==> src/rtl/can_frame_to_slcan_ascii_macros.svh <==
// Assertion helpers used by the file that checks this block.
`ifndef CAN_FRAME_TO_SLCAN_ASCII_MACROS_SVH
`define CAN_FRAME_TO_SLCAN_ASCII_MACROS_SVH

// The consequent must hold in the same cycle as the trigger.
`define CFSA_ASSERT_SAME(label, trig, cons, msg) \
    label: assert property (@(posedge clk) disable iff (!rst_n) (trig) |-> (cons)) \
        else $error(msg);

// The consequent must hold in the cycle after the trigger.
`define CFSA_ASSERT_NEXT(label, trig, cons, msg) \
    label: assert property (@(posedge clk) disable iff (!rst_n) (trig) |=> (cons)) \
        else $error(msg);

`endif

==> src/rtl/cfsa_pkg.sv <==
package cfsa_pkg;

    localparam int MAX_DATA_BYTES_DEF = 8;

    localparam int ID_W      = 29;
    localparam int STD_ID_W  = 11;
    localparam int LEN_W     = 4;
    localparam int PAYLOAD_W = 64;
    localparam int STAMP_W   = 16;
    localparam int CHAR_W    = 8;
    localparam int NIB_W     = 4;
    localparam int BYTE_W    = 8;
    localparam int ID_SR_W   = 32;

    localparam int EXT_ID_DIGITS = 8;
    localparam int STD_ID_DIGITS = 3;
    localparam int STAMP_DIGITS  = 4;

    // Line sequencer phases.
    localparam int PH_W = 3;
    localparam logic [PH_W-1:0] PH_IDLE   = 3'd0;
    localparam logic [PH_W-1:0] PH_LETTER = 3'd1;
    localparam logic [PH_W-1:0] PH_ID     = 3'd2;
    localparam logic [PH_W-1:0] PH_LEN    = 3'd3;
    localparam logic [PH_W-1:0] PH_DATA   = 3'd4;
    localparam logic [PH_W-1:0] PH_STAMP  = 3'd5;
    localparam logic [PH_W-1:0] PH_CR     = 3'd6;

    localparam logic [CHAR_W-1:0] CH_CR      = 8'h0D;
    localparam logic [CHAR_W-1:0] CH_STD     = 8'h74; // t
    localparam logic [CHAR_W-1:0] CH_EXT     = 8'h54; // T
    localparam logic [CHAR_W-1:0] CH_STD_RTR = 8'h72; // r
    localparam logic [CHAR_W-1:0] CH_EXT_RTR = 8'h52; // R

    // Register file.
    localparam int APB_ADDR_W  = 3;
    localparam int APB_DATA_W  = 32;
    localparam int REG_IDX_LSB = 2;
    localparam logic REG_STAMP_CH0 = 1'b0;
    localparam logic REG_STAMP_CH1 = 1'b1;

    typedef struct packed {
        logic            load;
        logic            ext;
        logic            step;
        logic [PH_W-1:0] phase;
    } dig_ctrl_t;

    function automatic logic [CHAR_W-1:0] hex_char(input logic [NIB_W-1:0] v);
        logic [CHAR_W-1:0] wide;
        wide = {4'h0, v};
        if (v < 4'd10)
        begin
            return 8'h30 + wide;
        end
        return 8'h37 + wide;
    endfunction

endpackage

==> src/rtl/cfsa_frame_if.sv <==
interface cfsa_frame_if;
    logic                           valid;
    logic                           ready;
    logic [cfsa_pkg::ID_W-1:0]      frame_id;
    logic                           extended;
    logic                           remote;
    logic [cfsa_pkg::LEN_W-1:0]     length;
    logic [cfsa_pkg::PAYLOAD_W-1:0] payload;
    logic [cfsa_pkg::STAMP_W-1:0]   stamp;
    logic                           source_channel;

    modport source (
        output valid, frame_id, extended, remote, length, payload, stamp, source_channel,
        input  ready
    );

    modport sink (
        input  valid, frame_id, extended, remote, length, payload, stamp, source_channel,
        output ready
    );
endinterface

==> src/rtl/cfsa_char_if.sv <==
interface cfsa_char_if;
    logic                        valid;
    logic                        ready;
    logic [cfsa_pkg::CHAR_W-1:0] ascii_char;
    logic                        last_char;

    modport source (
        output valid, ascii_char, last_char,
        input  ready
    );

    modport sink (
        input  valid, ascii_char, last_char,
        output ready
    );
endinterface

==> src/rtl/cfsa_cfg.sv <==
module cfsa_cfg (
    input  logic                                clk,
    input  logic                                rst_n,
    input  logic                                psel,
    input  logic                                penable,
    input  logic                                pwrite,
    input  logic [cfsa_pkg::APB_ADDR_W-1:0]     paddr,
    input  logic [cfsa_pkg::APB_DATA_W-1:0]     pwdata,
    output logic [cfsa_pkg::APB_DATA_W-1:0]     prdata,
    output logic                                pready,
    output logic [1:0]                          stamp_en
);

    logic [1:0] en_reg;
    logic [1:0] en_next;
    logic       idx;
    logic       wr;

    assign idx    = paddr[cfsa_pkg::REG_IDX_LSB];
    assign wr     = psel && penable && pwrite;
    assign pready = 1'b1;

    always_comb
    begin
        en_next = en_reg;
        if (wr)
        begin
            case (idx)
                cfsa_pkg::REG_STAMP_CH0: en_next[0] = pwdata[0];
                cfsa_pkg::REG_STAMP_CH1: en_next[1] = pwdata[0];
                default: en_next = en_reg;
            endcase
        end
    end

    always_ff @(posedge clk or negedge rst_n)
    begin
        if (!rst_n)
        begin
            en_reg <= 2'b00;
        end
        else
        begin
            en_reg <= en_next;
        end
    end

    assign prdata   = {{(cfsa_pkg::APB_DATA_W-1){1'b0}}, en_reg[idx]};
    assign stamp_en = en_reg;

endmodule

==> src/rtl/cfsa_digits.sv <==
module cfsa_digits #(
    parameter int MAX_DATA_BYTES = cfsa_pkg::MAX_DATA_BYTES_DEF
) (
    input  logic                                clk,
    input  cfsa_pkg::dig_ctrl_t                 ctrl,
    input  logic [cfsa_pkg::ID_W-1:0]           frame_id,
    input  logic [cfsa_pkg::PAYLOAD_W-1:0]      payload,
    input  logic [cfsa_pkg::STAMP_W-1:0]        stamp,
    output logic [cfsa_pkg::NIB_W-1:0]          nib
);

    localparam int DATA_W = cfsa_pkg::BYTE_W * MAX_DATA_BYTES;
    localparam int NW     = cfsa_pkg::NIB_W;

    logic [cfsa_pkg::ID_SR_W-1:0] id_reg;
    logic [cfsa_pkg::ID_SR_W-1:0] id_next;
    logic [DATA_W-1:0]            data_reg;
    logic [DATA_W-1:0]            data_next;
    logic [cfsa_pkg::STAMP_W-1:0] stamp_reg;
    logic [cfsa_pkg::STAMP_W-1:0] stamp_next;

    // Identifiers are left aligned so the leading digit always sits at the top.
    // Data bytes are loaded nibble swapped, so the low end yields the high digit first.
    always_comb
    begin
        id_next    = id_reg;
        data_next  = data_reg;
        stamp_next = stamp_reg;
        if (ctrl.load)
        begin
            if (ctrl.ext)
            begin
                id_next = {3'b000, frame_id};
            end
            else
            begin
                id_next = {1'b0, frame_id[cfsa_pkg::STD_ID_W-1:0], 20'h00000};
            end
            for (int i = 0; i < MAX_DATA_BYTES; i++)
            begin
                data_next[cfsa_pkg::BYTE_W*i +: cfsa_pkg::BYTE_W] =
                    {payload[cfsa_pkg::BYTE_W*i +: NW], payload[cfsa_pkg::BYTE_W*i + NW +: NW]};
            end
            stamp_next = stamp;
        end
        else if (ctrl.step)
        begin
            case (ctrl.phase)
                cfsa_pkg::PH_ID:    id_next    = id_reg << NW;
                cfsa_pkg::PH_DATA:  data_next  = data_reg >> NW;
                cfsa_pkg::PH_STAMP: stamp_next = stamp_reg << NW;
                default:            id_next    = id_reg;
            endcase
        end
    end

    always_ff @(posedge clk)
    begin
        id_reg    <= id_next;
        data_reg  <= data_next;
        stamp_reg <= stamp_next;
    end

    always_comb
    begin
        case (ctrl.phase)
            cfsa_pkg::PH_ID:    nib = id_reg[cfsa_pkg::ID_SR_W-1 -: NW];
            cfsa_pkg::PH_DATA:  nib = data_reg[NW-1:0];
            cfsa_pkg::PH_STAMP: nib = stamp_reg[cfsa_pkg::STAMP_W-1 -: NW];
            default:            nib = '0;
        endcase
    end

endmodule

==> src/rtl/cfsa_seq.sv <==
module cfsa_seq #(
    parameter int MAX_DATA_BYTES = cfsa_pkg::MAX_DATA_BYTES_DEF
) (
    input  logic                                clk,
    input  logic                                rst_n,
    input  logic                                in_valid,
    output logic                                in_ready,
    input  logic                                extended,
    input  logic                                remote,
    input  logic [cfsa_pkg::LEN_W-1:0]          length,
    input  logic                                source_channel,
    input  logic [1:0]                          stamp_en,
    input  logic [cfsa_pkg::NIB_W-1:0]          nib,
    output cfsa_pkg::dig_ctrl_t                 ctrl,
    output logic                                out_valid,
    input  logic                                out_ready,
    output logic [cfsa_pkg::CHAR_W-1:0]         ascii_char,
    output logic                                last_char
);

    localparam int CNT_W = ($clog2(2 * MAX_DATA_BYTES) > 3) ? $clog2(2 * MAX_DATA_BYTES) : 3;
    localparam logic [cfsa_pkg::LEN_W-1:0] MAX_LEN = cfsa_pkg::LEN_W'(MAX_DATA_BYTES);

    logic [cfsa_pkg::PH_W-1:0]   state_reg;
    logic [cfsa_pkg::PH_W-1:0]   state_next;
    logic                        ovalid_reg;
    logic                        ovalid_next;
    logic [CNT_W-1:0]            cnt_reg;
    logic [CNT_W-1:0]            cnt_next;
    logic [cfsa_pkg::CHAR_W-1:0] char_reg;
    logic [cfsa_pkg::CHAR_W-1:0] char_next;
    logic                        last_reg;
    logic                        last_next;
    logic [cfsa_pkg::LEN_W-1:0]  len_reg;
    logic [cfsa_pkg::CHAR_W-1:0] letter_reg;
    logic                        ext_reg;
    logic                        stamp_reg;

    logic accept;
    logic len_ok;
    logic busy;
    logic advance;

    assign in_ready = (state_reg == cfsa_pkg::PH_IDLE);
    assign accept   = in_valid && in_ready;
    assign len_ok   = (length <= MAX_LEN);
    assign busy     = (state_reg != cfsa_pkg::PH_IDLE);
    // A new character may be loaded whenever the output register is empty or draining.
    assign advance  = !ovalid_reg || out_ready;

    assign ctrl.load  = accept && len_ok;
    assign ctrl.ext   = extended;
    assign ctrl.step  = advance && busy;
    assign ctrl.phase = state_reg;

    always_comb
    begin
        state_next  = state_reg;
        cnt_next    = cnt_reg;
        char_next   = char_reg;
        last_next   = last_reg;
        ovalid_next = ovalid_reg && !out_ready;
        if (advance && busy)
        begin
            ovalid_next = 1'b1;
            last_next   = 1'b0;
        end
        case (state_reg)
            cfsa_pkg::PH_IDLE:
            begin
                if (accept && len_ok)
                begin
                    state_next = cfsa_pkg::PH_LETTER;
                end
            end
            cfsa_pkg::PH_LETTER:
            begin
                if (advance)
                begin
                    char_next  = letter_reg;
                    cnt_next   = ext_reg ? CNT_W'(cfsa_pkg::EXT_ID_DIGITS - 1)
                                         : CNT_W'(cfsa_pkg::STD_ID_DIGITS - 1);
                    state_next = cfsa_pkg::PH_ID;
                end
            end
            cfsa_pkg::PH_ID:
            begin
                if (advance)
                begin
                    char_next = cfsa_pkg::hex_char(nib);
                    cnt_next  = cnt_reg - 1'b1;
                    if (cnt_reg == '0)
                    begin
                        state_next = cfsa_pkg::PH_LEN;
                    end
                end
            end
            cfsa_pkg::PH_LEN:
            begin
                if (advance)
                begin
                    char_next = cfsa_pkg::hex_char(len_reg);
                    if (len_reg != '0)
                    begin
                        cnt_next   = CNT_W'({len_reg, 1'b0} - 5'd1);
                        state_next = cfsa_pkg::PH_DATA;
                    end
                    else if (stamp_reg)
                    begin
                        cnt_next   = CNT_W'(cfsa_pkg::STAMP_DIGITS - 1);
                        state_next = cfsa_pkg::PH_STAMP;
                    end
                    else
                    begin
                        state_next = cfsa_pkg::PH_CR;
                    end
                end
            end
            cfsa_pkg::PH_DATA:
            begin
                if (advance)
                begin
                    char_next = cfsa_pkg::hex_char(nib);
                    cnt_next  = cnt_reg - 1'b1;
                    if (cnt_reg == '0)
                    begin
                        if (stamp_reg)
                        begin
                            cnt_next   = CNT_W'(cfsa_pkg::STAMP_DIGITS - 1);
                            state_next = cfsa_pkg::PH_STAMP;
                        end
                        else
                        begin
                            state_next = cfsa_pkg::PH_CR;
                        end
                    end
                end
            end
            cfsa_pkg::PH_STAMP:
            begin
                if (advance)
                begin
                    char_next = cfsa_pkg::hex_char(nib);
                    cnt_next  = cnt_reg - 1'b1;
                    if (cnt_reg == '0)
                    begin
                        state_next = cfsa_pkg::PH_CR;
                    end
                end
            end
            cfsa_pkg::PH_CR:
            begin
                if (advance)
                begin
                    char_next  = cfsa_pkg::CH_CR;
                    last_next  = 1'b1;
                    state_next = cfsa_pkg::PH_IDLE;
                end
            end
            default:
            begin
                state_next = cfsa_pkg::PH_IDLE;
            end
        endcase
    end

    always_ff @(posedge clk or negedge rst_n)
    begin
        if (!rst_n)
        begin
            state_reg  <= cfsa_pkg::PH_IDLE;
            ovalid_reg <= 1'b0;
        end
        else
        begin
            state_reg  <= state_next;
            ovalid_reg <= ovalid_next;
        end
    end

    always_ff @(posedge clk)
    begin
        cnt_reg  <= cnt_next;
        char_reg <= char_next;
        last_reg <= last_next;
        if (accept)
        begin
            len_reg   <= length;
            ext_reg   <= extended;
            stamp_reg <= source_channel ? stamp_en[1] : stamp_en[0];
            if (extended)
            begin
                letter_reg <= remote ? cfsa_pkg::CH_EXT_RTR : cfsa_pkg::CH_EXT;
            end
            else
            begin
                letter_reg <= remote ? cfsa_pkg::CH_STD_RTR : cfsa_pkg::CH_STD;
            end
        end
    end

    assign out_valid  = ovalid_reg;
    assign ascii_char = char_reg;
    assign last_char  = last_reg;

endmodule

==> src/rtl/can_frame_to_slcan_ascii.sv <==
// Turns each received CAN frame into its SLCAN text line, one character per beat on
// the text channel, the closing carriage return marked by last_char. The fields are
// taken apart one hex digit per cycle, while the text sink accepts, through nibble
// shift registers, and the single output character register sets the pace. A line
// has 1 + (3 or 8) + 1 + 2*length + (0 or 4) + 1 characters, from 6 up to 31. The
// next frame is taken as soon as the carriage return sits in the output register. A
// frame whose length exceeds MAX_DATA_BYTES is taken and produces nothing. Timestamps
// are appended per source channel under the two enable registers at byte addresses 0
// and 4; the user is to write these only between lines, the block does not enforce it.
`include "can_frame_to_slcan_ascii_macros.svh"

module can_frame_to_slcan_ascii #(
    parameter int MAX_DATA_BYTES = cfsa_pkg::MAX_DATA_BYTES_DEF
) (
    input  logic                                clk,
    input  logic                                rst_n,
    cfsa_frame_if.sink                          frame,
    cfsa_char_if.source                         text,
    input  logic                                psel,
    input  logic                                penable,
    input  logic                                pwrite,
    input  logic [cfsa_pkg::APB_ADDR_W-1:0]     paddr,
    input  logic [cfsa_pkg::APB_DATA_W-1:0]     pwdata,
    output logic [cfsa_pkg::APB_DATA_W-1:0]     prdata,
    output logic                                pready
);

    logic [1:0]                  stamp_en;
    logic [cfsa_pkg::NIB_W-1:0]  nib;
    cfsa_pkg::dig_ctrl_t         ctrl;

    cfsa_cfg u_cfg (
        .clk      (clk),
        .rst_n    (rst_n),
        .psel     (psel),
        .penable  (penable),
        .pwrite   (pwrite),
        .paddr    (paddr),
        .pwdata   (pwdata),
        .prdata   (prdata),
        .pready   (pready),
        .stamp_en (stamp_en)
    );

    cfsa_digits #(
        .MAX_DATA_BYTES (MAX_DATA_BYTES)
    ) u_digits (
        .clk      (clk),
        .ctrl     (ctrl),
        .frame_id (frame.frame_id),
        .payload  (frame.payload),
        .stamp    (frame.stamp),
        .nib      (nib)
    );

    cfsa_seq #(
        .MAX_DATA_BYTES (MAX_DATA_BYTES)
    ) u_seq (
        .clk            (clk),
        .rst_n          (rst_n),
        .in_valid       (frame.valid),
        .in_ready       (frame.ready),
        .extended       (frame.extended),
        .remote         (frame.remote),
        .length         (frame.length),
        .source_channel (frame.source_channel),
        .stamp_en       (stamp_en),
        .nib            (nib),
        .ctrl           (ctrl),
        .out_valid      (text.valid),
        .out_ready      (text.ready),
        .ascii_char     (text.ascii_char),
        .last_char      (text.last_char)
    );

    `CFSA_ASSERT_SAME(a_last_is_cr, text.valid && text.last_char, text.ascii_char == cfsa_pkg::CH_CR, "line end is not a carriage return")
    `CFSA_ASSERT_NEXT(a_drop_long, frame.valid && frame.ready && (frame.length > cfsa_pkg::LEN_W'(MAX_DATA_BYTES)), frame.ready, "oversized frame started a line")
    `CFSA_ASSERT_NEXT(a_start_line, frame.valid && frame.ready && (frame.length <= cfsa_pkg::LEN_W'(MAX_DATA_BYTES)), !frame.ready, "valid frame did not start a line")
    `CFSA_ASSERT_NEXT(a_line_unbroken, text.valid && text.ready && !text.last_char, text.valid, "gap inside a line")

endmodule
==> src/flat_wrapper.sv <==
// flat-port wrapper written by rule: the top's interface ports become plain ports
module can_frame_to_slcan_ascii_flat 
#(
    parameter int MAX_DATA_BYTES = cfsa_pkg::MAX_DATA_BYTES_DEF
)
  (clk, rst_n, psel, penable, pwrite, paddr, pwdata, prdata, pready, frame_valid, frame_frame_id, frame_extended, frame_remote, frame_length, frame_payload, frame_stamp, frame_source_channel, frame_ready, text_valid, text_ascii_char, text_last_char, text_ready);
  cfsa_frame_if frame_i ();
  cfsa_char_if text_i ();
  input  logic clk;
  input  logic rst_n;
  input  logic psel;
  input  logic penable;
  input  logic pwrite;
  input  logic [cfsa_pkg::APB_ADDR_W-1:0] paddr;
  input  logic [cfsa_pkg::APB_DATA_W-1:0] pwdata;
  output logic [cfsa_pkg::APB_DATA_W-1:0] prdata;
  output logic pready;
  input wire logic [$bits(frame_i.valid)-1:0] frame_valid;
  input wire logic [$bits(frame_i.frame_id)-1:0] frame_frame_id;
  input wire logic [$bits(frame_i.extended)-1:0] frame_extended;
  input wire logic [$bits(frame_i.remote)-1:0] frame_remote;
  input wire logic [$bits(frame_i.length)-1:0] frame_length;
  input wire logic [$bits(frame_i.payload)-1:0] frame_payload;
  input wire logic [$bits(frame_i.stamp)-1:0] frame_stamp;
  input wire logic [$bits(frame_i.source_channel)-1:0] frame_source_channel;
  output wire logic [$bits(frame_i.ready)-1:0] frame_ready;
  output wire logic [$bits(text_i.valid)-1:0] text_valid;
  output wire logic [$bits(text_i.ascii_char)-1:0] text_ascii_char;
  output wire logic [$bits(text_i.last_char)-1:0] text_last_char;
  input wire logic [$bits(text_i.ready)-1:0] text_ready;
  assign frame_i.valid = frame_valid;
  assign frame_i.frame_id = frame_frame_id;
  assign frame_i.extended = frame_extended;
  assign frame_i.remote = frame_remote;
  assign frame_i.length = frame_length;
  assign frame_i.payload = frame_payload;
  assign frame_i.stamp = frame_stamp;
  assign frame_i.source_channel = frame_source_channel;
  assign frame_ready = frame_i.ready;
  assign text_valid = text_i.valid;
  assign text_ascii_char = text_i.ascii_char;
  assign text_last_char = text_i.last_char;
  assign text_i.ready = text_ready;
  can_frame_to_slcan_ascii #(.MAX_DATA_BYTES(MAX_DATA_BYTES)) u_core (.clk(clk), .rst_n(rst_n), .frame(frame_i), .text(text_i), .psel(psel), .penable(penable), .pwrite(pwrite), .paddr(paddr), .pwdata(pwdata), .prdata(prdata), .pready(pready));
endmodule
==> config.mk <==
export PLATFORM = sky130hd
export DESIGN_NAME = can_frame_to_slcan_ascii_flat
export DESIGN_NICKNAME = d
export VERILOG_FILES = /design/src/rtl/cfsa_pkg.sv /design/src/rtl/cfsa_frame_if.sv /design/src/rtl/cfsa_char_if.sv /design/src/rtl/cfsa_cfg.sv /design/src/rtl/cfsa_digits.sv /design/src/rtl/cfsa_seq.sv /design/src/rtl/can_frame_to_slcan_ascii.sv /design/src/flat_wrapper.sv
export VERILOG_INCLUDE_DIRS = /design/src /design/src/rtl
export SDC_FILE = /design/constraint.sdc
export NUM_CORES = 1
export LEC_CHECK = 0
export BUFFER_PORTS_ARGS = -buffer_cell sky130_fd_sc_hd__buf_2
export CAP_MARGIN = 40
export CELL_PAD_IN_SITES_DETAIL_PLACEMENT = 0
export CELL_PAD_IN_SITES_GLOBAL_PLACEMENT = 2
export CORE_MARGIN = 2
export CORE_UTILIZATION = 35
export CTS_BUF_LIST = sky130_fd_sc_hd__clkbuf_2 sky130_fd_sc_hd__clkbuf_4 sky130_fd_sc_hd__clkbuf_8
export DETAILED_ROUTE_END_ITERATION = 7
export PLACE_DENSITY = 0.84
export SYNTH_ARGS = -nofsm -noshare
export SYNTH_HDL_FRONTEND = slang
export SYNTH_SLANG_ARGS = --single-unit
export TNS_END_PERCENT = 100
==> constraint.sdc <==
create_clock -name clk -period 17.7 [get_ports clk]
set_input_delay 0 -clock clk [delete_from_list [all_inputs] [get_ports clk]]
set_output_delay 0 -clock clk [all_outputs]
set_load 0.1 [all_outputs]
# Word level (Yosys, flattened, before mapping)
# Index checks and enable logic that the tools add are counted.
# W data, S select, Z words.
# totals
register_bits,145
inputBits,158
out_inout_bits,44
# classes
n_eq_ne,18
n_reduce_logical,28
n_bitwise,1
n_addsub,6
mux,65
order_cmp,4
# op_table
op,n
$mux W64,3
$mux W32,3
$mux W8,12
$mux W16,3
$pmux W8 S6,1
$mux W3,13
$mux W4,8
$mux W31,1
$add A6 B4 Y7 const A,4
$pmux W3 S7,1
$ne A2 B2 Y1 const B,9
$pmux W4 S4,1
$mux W1,15
$pmux W4 S3,1
$reduce_and A10 Y1,1
$reduce_and A2 Y1,5
$eq A3 B3 Y1 const B,3
$lt A4 B4 Y1 const B,2
$reduce_bool A2 Y1,4
$reduce_bool A4 Y1,2
$sub A4 B1 Y4 const B,2
$reduce_and A7 Y1,1
$eq A3 B2 Y1 const B,2
$logic_and A1 B1 Y1,6
16 further kinds,19

# Logic depth before layout (Yosys ltp)
# Gate-level depths: netlist (run 1).
# depth
depth_word,9
ltp_mapped,9
mapped_depth_nobuf,7

# By module
# From an unflattened synthesis (run 1), not the netlist that was laid out.
# unflattened
cells_unflattened,497
area_unflattened_um2,6894.1
# modules_own_cells
module,seq_area_each_um2,cells_per_inst,area_each_um2,n_inst
cfsa_digits,3363.2,282,4853.4,1
cfsa_seq,720.7,174,1694.1,1
cfsa_cfg,50.0,41,346.6,1

# Worst setup path after synthesis (run 1)
# OpenSTA, ideal clock, no wires.
# synth_timing
path_kind,register -> register
startpoint,"register u_core.u_seq.ovalid_reg, in the netlist u_core.u_seq.out_valid"
endpoint,"register u_core.u_digits.data_reg[0], enable pin"
slack_ns,11.293
t_required_ns,17.119
path_stages_with_launch,3
t_arrival_ns,5.826
cell_sequence,dfrtp_1 > nor2b_1 > o31ai_1
# synth_between
elab_chain_len,5
# synth_rtl
element,line,text
start: declaration,cfsa_seq.sv:26,logic ovalid_reg;
start signal: assignment,cfsa_seq.sv:177,ovalid_reg <= ovalid_next;
$logic_not A1 Y1,cfsa_seq.sv:49,assign advance = !ovalid_reg || out_ready;
$logic_or A1 B1 Y1,cfsa_seq.sv:49,
$logic_and A1 B1 Y1,cfsa_seq.sv:53,assign ctrl.step = advance && busy;
$reduce_bool A2 Y1 (no source line),-,
$reduce_and A2 Y1 (no source line),-,
end signal: assignment,cfsa_digits.sv:60,data_reg <= data_next;
end: declaration,cfsa_digits.sv:17,logic [DATA_W-1:0] data_reg;
# No other way between the ends.
# A chain may end at the register's enable or synchronous reset.

# Worst setup path in the final report (run 1)
# layout_timing
startpoint,register u_core.u_seq.state_reg[2] (netlist name)
endpoint,"register u_core.u_digits.data_reg[40], enable pin"
# layout_between
elab_chain_len,5
# layout_rtl
element,line,text
start: declaration,cfsa_seq.sv:24,logic [cfsa_pkg::PH_W-1:0] state_reg;
start signal: assignment,cfsa_seq.sv:171,state_reg <= cfsa_pkg::PH_IDLE;
start signal: assignment,cfsa_seq.sv:176,state_reg <= state_next;
$logic_not A3 Y1,cfsa_seq.sv:44,assign in_ready = (state_reg == cfsa_pkg::PH_IDLE);
$logic_and A1 B1 Y1,cfsa_seq.sv:45,assign accept = in_valid && in_ready;
$logic_and A1 B1 Y1,cfsa_seq.sv:51,assign ctrl.load = accept && len_ok;
$reduce_bool A2 Y1 (no source line),-,
$reduce_and A2 Y1 (no source line) *,-,
# Every way passes the cells marked *; elsewhere a longest branch is shown, timed or not.

==> flow_metrics.env, run 1 <==
export IMPL_p_leak_nw=3.97
export IMPL_grt_start_max_net_pins=91
export IMPL_yosysWarnings=0
export IMPL_port_buffers=135
export IMPL_cts_path_max_buffers=2
export IMPL_wl_mm=15.8
export IMPL_finalHoldViolCount=0
export IMPL_cap_violations=0
export IMPL_fin_cells=1179
export IMPL_status="complete, no violations"
export IMPL_grt_pass1_vias=5221
export IMPL_drt_first_pass_iters=5
export IMPL_crit_fanout=76
export IMPL_clkLatencyLatePin_ns=0.44
export IMPL_grt_pass1_wl_mm=25.0
export IMPL_post_dp_cell_area_um2=7580
export IMPL_core_rowCount=50
export IMPL_async_flop_share=0.0432
export IMPL_cts_setup_buffers=0
export IMPL_fp_dieW_um=143
export IMPL_slew_violations=0
export IMPL_clock_sinks=139
export IMPL_synthToLayoutAreaGrowth_pct=35.4
export IMPL_wl_per_cell_um=13.4
export IMPL_syn_inst=658
export IMPL_worst_ep_required_time_ns=17.77
export IMPL_comb_power_share=0.375
export IMPL_groute_usage_overall=0.155
export IMPL_final_antenna_net_count=0
export IMPL_die_h_um=143
export IMPL_setup_viol=0
export IMPL_cts_tree="yes"
export IMPL_cts_root_buffer_cell="clkbuf_8"
export IMPL_dp_cells=1023
export IMPL_ys_seq_elements=139
export IMPL_fin_tns_setup_ns=0
export IMPL_rsz0062_at_grt="no"
export IMPL_path_class="flop to flop"
export IMPL_clk_pin_slew_ns=0.08
export IMPL_start_util=0.360
export IMPL_vdd_drop_max_mv=0.0800
export IMPL_die_area_um2=20600
export IMPL_p_sw_frac=0.400
export IMPL_postSynthAreaPerCell_um2=10.3
export IMPL_drtIter0Drc=363
export IMPL_io_pins=202
export IMPL_power_density_nw_per_um2=142
export IMPL_gp_congestion=0.813
export IMPL_synthFlopType="edfxtp_1"
export IMPL_max_freq_mhz=293
export IMPL_largest_reg_flops=64
export IMPL_period_needed_ns=3.42
export IMPL_nNetsFinal=1067
export IMPL_critical_path_arrival_ns=3.48
export IMPL_coreArea_um2=18900
export IMPL_tightest_slew_ns=0.933
export IMPL_via_per_inst=4.54
export IMPL_layout_drive_gt1_share=0.210
export IMPL_syn_area_um2=6800
export IMPL_fin_area_um2=9210
export IMPL_seqPwrFrac=0.428
export IMPL_worstSetupStartpointType="flop"
export IMPL_p_sw_uw=523
export IMPL_power_frac_clock=0.197
export IMPL_drc=0
export IMPL_min_period_over_period=0.193
export IMPL_cts_buffers=17
export IMPL_worst_hold_path_type="primary input to flop"
export IMPL_synth_edf_count=132
export IMPL_synth_cell_types=58
export IMPL_p_int_uw=784
export IMPL_dr_total_vias=5351
export IMPL_yosysSeqAreaShare=0.608
export IMPL_slew_headroom=0.378
export IMPL_antenna_found_initial=0
export IMPL_crit_path_end_kind="flop"
export IMPL_grt_ovfl_total=0
export IMPL_diodes=0
export IMPL_cts_max_level=4
export IMPL_hpwl_mm=9.73
export IMPL_finalClockSkew_ns=0.0107
[per-stage QoR]
| step | worst slack [ns] | hold WS (ns) | power [mW] | utilization |
|---|---|---|---|---|
| global route | 13.99 | 0.120 | 1.39 | 0.487 |
| CTS | 14.25 | 0.0858 | 1.32 | 0.486 |
| global placement | 14.09 | -0.171 | 1.02 | 0.398 |
| finish | 14.28 | 0.119 | 1.31 | 0.487 |
| floorplan | 11.29 | -0.296 | 0.940 | - |
| detailed placement | 14.28 | -0.163 | 1.04 | 0.401 |
[kinds of logic after synthesis]
| logic type | Yosys count | synth area share |
|---|---|---|
| AND/OR/NAND/NOR | 347 | 0.213 |
| flip-flops | 139 | 0.608 |
| buffers and inverters | 78 | 0.0742 |
| XOR/XNOR | 3 | 0.00387 |
| adder cells (fa/ha/maj) | 3 | 0.00552 |
| other | 2 | 0.00110 |
| multiplexers | 18 | 0.0274 |
| AO/OA/AOI/OAI | 68 | 0.0672 |
[synthesized netlist by cell type, drive strengths merged (4+ instances only)]
library cell  number  share of area
inv                9         0.0050
clkbuf             8         0.0044
nand2b             4         0.0052
edfxtp           132           0.58
mux2               5         0.0083
nor2b              5         0.0046
nand3             23          0.017
nor3               4         0.0037
dfrtp              6          0.022
mux2i             13          0.019
nand2            276           0.15
and3               6         0.0055
and2              10         0.0092
a21oi             12         0.0088
buf               59          0.064
o21ai             25          0.018
nor2              13         0.0072
[worst paths after layout]
kind	start	endpoint	slack, ns	cells past startpoint
setup / recovery	u_core.u_seq.state_reg[2]	u_core.u_digits.data_reg[40]	14.28	7
min in group asynchronous	rst_n	u_core.u_seq.out_valid	0.49	3
hold reg to reg	u_core.u_seq.last_char	u_core.u_seq.last_char	0.49	2
max in group asynchronous	rst_n	u_core.u_seq.state_reg[0]	16.97	3
setup reg to reg	u_core.u_seq.state_reg[2]	u_core.u_digits.data_reg[40]	14.28	7
hold / removal	frame_extended	u_core.u_seq.ext_reg	0.12	1
[layer usage]
| layer | vias to the layer above | share of wire | GRT usage |
|---|---|---|---|
| met5 | - | 0 | 0 |
| met4 | 0 | 0.014 | 0.0537 |
| met3 | 18 | 0.050 | 0.0367 |
| met2 | 164 | 0.49 | 0.256 |
| met1 | 2495 | 0.45 | 0.201 |
| li1 | 2674 | - | - |
[layout by cell type, fill, tap and decap left out, types with 8 or more instances in the layout]
cell type,count
nand2_1,275
buf_2,135
edfxtp_1,132
dlygate4sd3_1,123
conb_1,33
nand3_1,23
o21ai_0,20
clkbuf_8,17
nor2_1,13
mux2i_1,13
a21oi_1,12
and2_1,10
inv_1,8
[critical path: stages (launching register included)]
cell,delay (ns)
dfrtp_1,0.73
clkinv_2,0.26
nand2_2,0.16
or3_4,0.54
buf_4,0.25
buf_16,0.21
o31ai_4,0.09
buf_4,0.67
[cell type report]
type                       instances  area, µm²
timing repair buffer             265       2000
tap                              260        325
fill                            1787       9690
sequential                       139       4130
inverter                          11       42.5
clock buffer                      18        241
clock inverter                    14        148
multi-input combinational        472       2310
[power groups by stage]
stage               clock network (mW)  registers [mW]  logic, mW
CTS                              0.265           0.560      0.494
finish                           0.257           0.560      0.491
global route                     0.278           0.571      0.539
detailed placement                   0           0.567      0.470
global placement                     0           0.570      0.446
floorplan                            0           0.624      0.316
[repair_timing]
action,4_1_cts,5_1_grt
endpoints found under the hold margin,129,1
hold buffers,122,1
resized for setup,0,0
No activity file was read; power rests on OpenSTA's default activity.
==> run 2, diff against run 1 <==
--- a/config.mk
+++ b/config.mk
@@ -11,10 +11,10 @@
 export CELL_PAD_IN_SITES_DETAIL_PLACEMENT = 0
 export CELL_PAD_IN_SITES_GLOBAL_PLACEMENT = 2
 export CORE_MARGIN = 2
-export CORE_UTILIZATION = 35
+export CORE_UTILIZATION = 30
 export CTS_BUF_LIST = sky130_fd_sc_hd__clkbuf_2 sky130_fd_sc_hd__clkbuf_4 sky130_fd_sc_hd__clkbuf_8
 export DETAILED_ROUTE_END_ITERATION = 7
-export PLACE_DENSITY = 0.84
+export PLACE_DENSITY = 0.76
 export SYNTH_ARGS = -nofsm -noshare
 export SYNTH_HDL_FRONTEND = slang
 export SYNTH_SLANG_ARGS = --single-unit
==> constraint.sdc (replaced) <==
create_clock -name clk -period 2.9 [get_ports clk]
set_input_delay 0 -clock clk [delete_from_list [all_inputs] [get_ports clk]]
set_output_delay 0 -clock clk [all_outputs]
set_load 0.1 [all_outputs]
==> flow_metrics.env, run 2 (synthesized netlist as in run 1, its figures left out) <==
export IMPL_io_pins=202
export IMPL_synthToLayoutAreaGrowth_pct=37.1
export IMPL_wl_mm=16.0
export IMPL_hp_start="frame_frame_id[28]"
export IMPL_vdd_drop_max_mv=0.343
export IMPL_p_sw_frac=0.386
export IMPL_tightest_slew_ns=0.838
export IMPL_clkLatencyLatePin_ns=0.43
export IMPL_max_freq_mhz=448
export IMPL_via_per_inst=4.33
export IMPL_slew_violations=0
export IMPL_start_util=0.303
export IMPL_crit_fanout=15
export IMPL_rr_worst_depth=4
export IMPL_p_sw_mw=3.14
export IMPL_final_antenna_net_count=0
export IMPL_hold_depth=3
export IMPL_dr_total_vias=5234
export IMPL_p_leak_nw=4.01
export IMPL_cts_tree="yes"
export IMPL_finalClockSkew_ns=0.0104
export IMPL_power_density_nw_per_um2=874
export IMPL_groute_usage_overall=0.138
export IMPL_grt_pass1_wl_mm=26.1
export IMPL_globalRouteMet3Util=0.0311
export IMPL_finalHoldViolCount=0
export IMPL_port_buffers=135
export IMPL_critical_path_arrival_ns=2.36
export IMPL_largest_reg_flops=64
export IMPL_power_frac_clock=0.206
export IMPL_comb_power_share=0.379
export IMPL_nNetsFinal=1072
export IMPL_grt_start_max_net_pins=101
export IMPL_use_met2=0.228
export IMPL_clock_sinks=139
export IMPL_drt_first_pass_iters=5
export IMPL_fp_dieW_um=155
export IMPL_wl_per_cell_um=13.3
export IMPL_coreArea_um2=22400
export IMPL_setup_viol=0
export IMPL_core_rowCount=55
export IMPL_layout_drive_gt1_share=0.215
export IMPL_cts_buffers=17
export IMPL_min_period_over_period=0.770
export IMPL_die_area_um2=23900
export IMPL_cap_violations=0
export IMPL_crit_path_end_kind="flop"
export IMPL_r2r_end="u_core.u_digits.data_reg[35]"
export IMPL_final_cell_mix="275 x nand2_1, 135 x buf_2, 132 x edfxtp_1, 122 x dlygate4sd3_1, 33 x conb_1"
export IMPL_worstReg2RegStart="u_core.u_seq.state_reg[0]"
export IMPL_grt_pass1_vias=5198
export IMPL_finalWorstSetupSlack_ns=0.668
export IMPL_hpwl_mm=10.1
export IMPL_worst_hold_path_type="primary input to flop"
export IMPL_grt_ovfl_total=0
export IMPL_dp_slack_ns=0.649
export IMPL_cts_path_max_buffers=2
export IMPL_clk_pin_slew_ns=0.08
export IMPL_seqPwrFrac=0.415
export IMPL_path_class="flop to flop"
export IMPL_worstSetupStartpointType="flop"
export IMPL_status="complete, no violations"
export IMPL_grtUsageMet1=0.177
export IMPL_die_h_um=155
export IMPL_cts_root_buffer_cell="clkbuf_8"
export IMPL_rsz0062_at_grt="no"
export IMPL_r2r_setup_slack_ns=0.67
export IMPL_cts_max_level=4
export IMPL_p_int_mw=5.00
export IMPL_cts_setup_buffers=0
export IMPL_drc=0
export IMPL_antenna_found_initial=1
export IMPL_period_needed_ns=2.23
export IMPL_worst_ep_required_time_ns=3.03
export IMPL_drtIter0Drc=266
export IMPL_hold_ws_ns=0.0317
export IMPL_slew_headroom=0.442
export IMPL_gp_congestion=0.780
export IMPL_mostFrequentLayoutCell="nand2_1"
export IMPL_hold_end="u_core.u_digits.id_reg[28]"
export IMPL_busiest_layer="met2"
[run 2: changes by cell type in the layout (fill, tap and decap cells not counted), sizes merged]
| cell | change |
|---|---|
| inv | -1 |
| bufinv | +2 |
| diode | +1 |
| clkinv | -2 |
| dlygate4sd3 | -1 |
| buf | +6 |
[run 2: what timing repair did]
action / 4_1_cts / 5_1_grt
endpoints found under the hold margin: 128 / 0
resized for setup: 0 / 0
endpoints found under the setup margin: 0 / 0
hold buffers: 122 / 0
[run 2: how the worst max path moves through the flow]
stage	from	to	slack, ns
4_1_cts	u_core.u_seq.state_reg[0]	u_core.u_digits.stamp_reg[4]	0.63
3_5_place_dp	u_core.u_seq.state_reg[0]	u_core.u_digits.stamp_reg[0]	0.65
5_1_grt	u_core.u_seq.state_reg[1]	u_core.u_digits.data_reg[34]	0.50
2_1_floorplan	u_core.u_seq.out_valid	u_core.u_digits.data_reg[0]	-0.02
6_report	u_core.u_seq.state_reg[0]	u_core.u_digits.data_reg[35]	0.67
3_3_place_gp	u_core.u_seq.state_reg[0]	u_core.u_digits.stamp_reg[0]	0.66
[run 2: worst max-delay path, stage by stage (launching register included)]
cell,delay [ns]
dfrtp_1,0.62
nand2b_4,0.28
or3_4,0.44
o31ai_4,0.22
buf_4,0.36
[run 2: through the flow]
step                power (mW)  TNS [ns]   util  cell area, µm²  std cells
finish                    8.15         0  0.416            9320       1209
global route              8.71         0  0.416            9320       1209
CTS                       8.27         0  0.415            9320       1208
detailed placement        6.42         0  0.342            7680       1055
global placement          6.39         0  0.342            7680       1055
floorplan                 5.74     -1.40      -            6950        689
[run 2: layout make-up]
type | instances | area, µm²
Clock inverter | 13 | 175
Inverter | 11 | 42.5
Sequential cell | 139 | 4140
Clock buffer | 18 | 241
Multi-Input combinational cell | 472 | 2320
Antenna cell | 1 | 2.50
Fill cell | 2185 | 13100
Timing Repair Buffer | 270 | 2040
Tap cell | 285 | 357
[run 2: layer usage]
layer  part of all wire  routed length, µm
met2               0.48               7640
met3              0.042                677
met1               0.47               7450
met4              0.016                249
met5                  0                  0
[run 2: power by group through the flow]
stage	Clock, mW	Sequential [mW]	Combinational, mW
floorplan	0	3.78	1.96
global placement	0	3.42	2.97
detailed placement	0	3.43	2.99
global route	1.84	3.45	3.42
CTS	1.76	3.39	3.13
finish	1.68	3.38	3.09
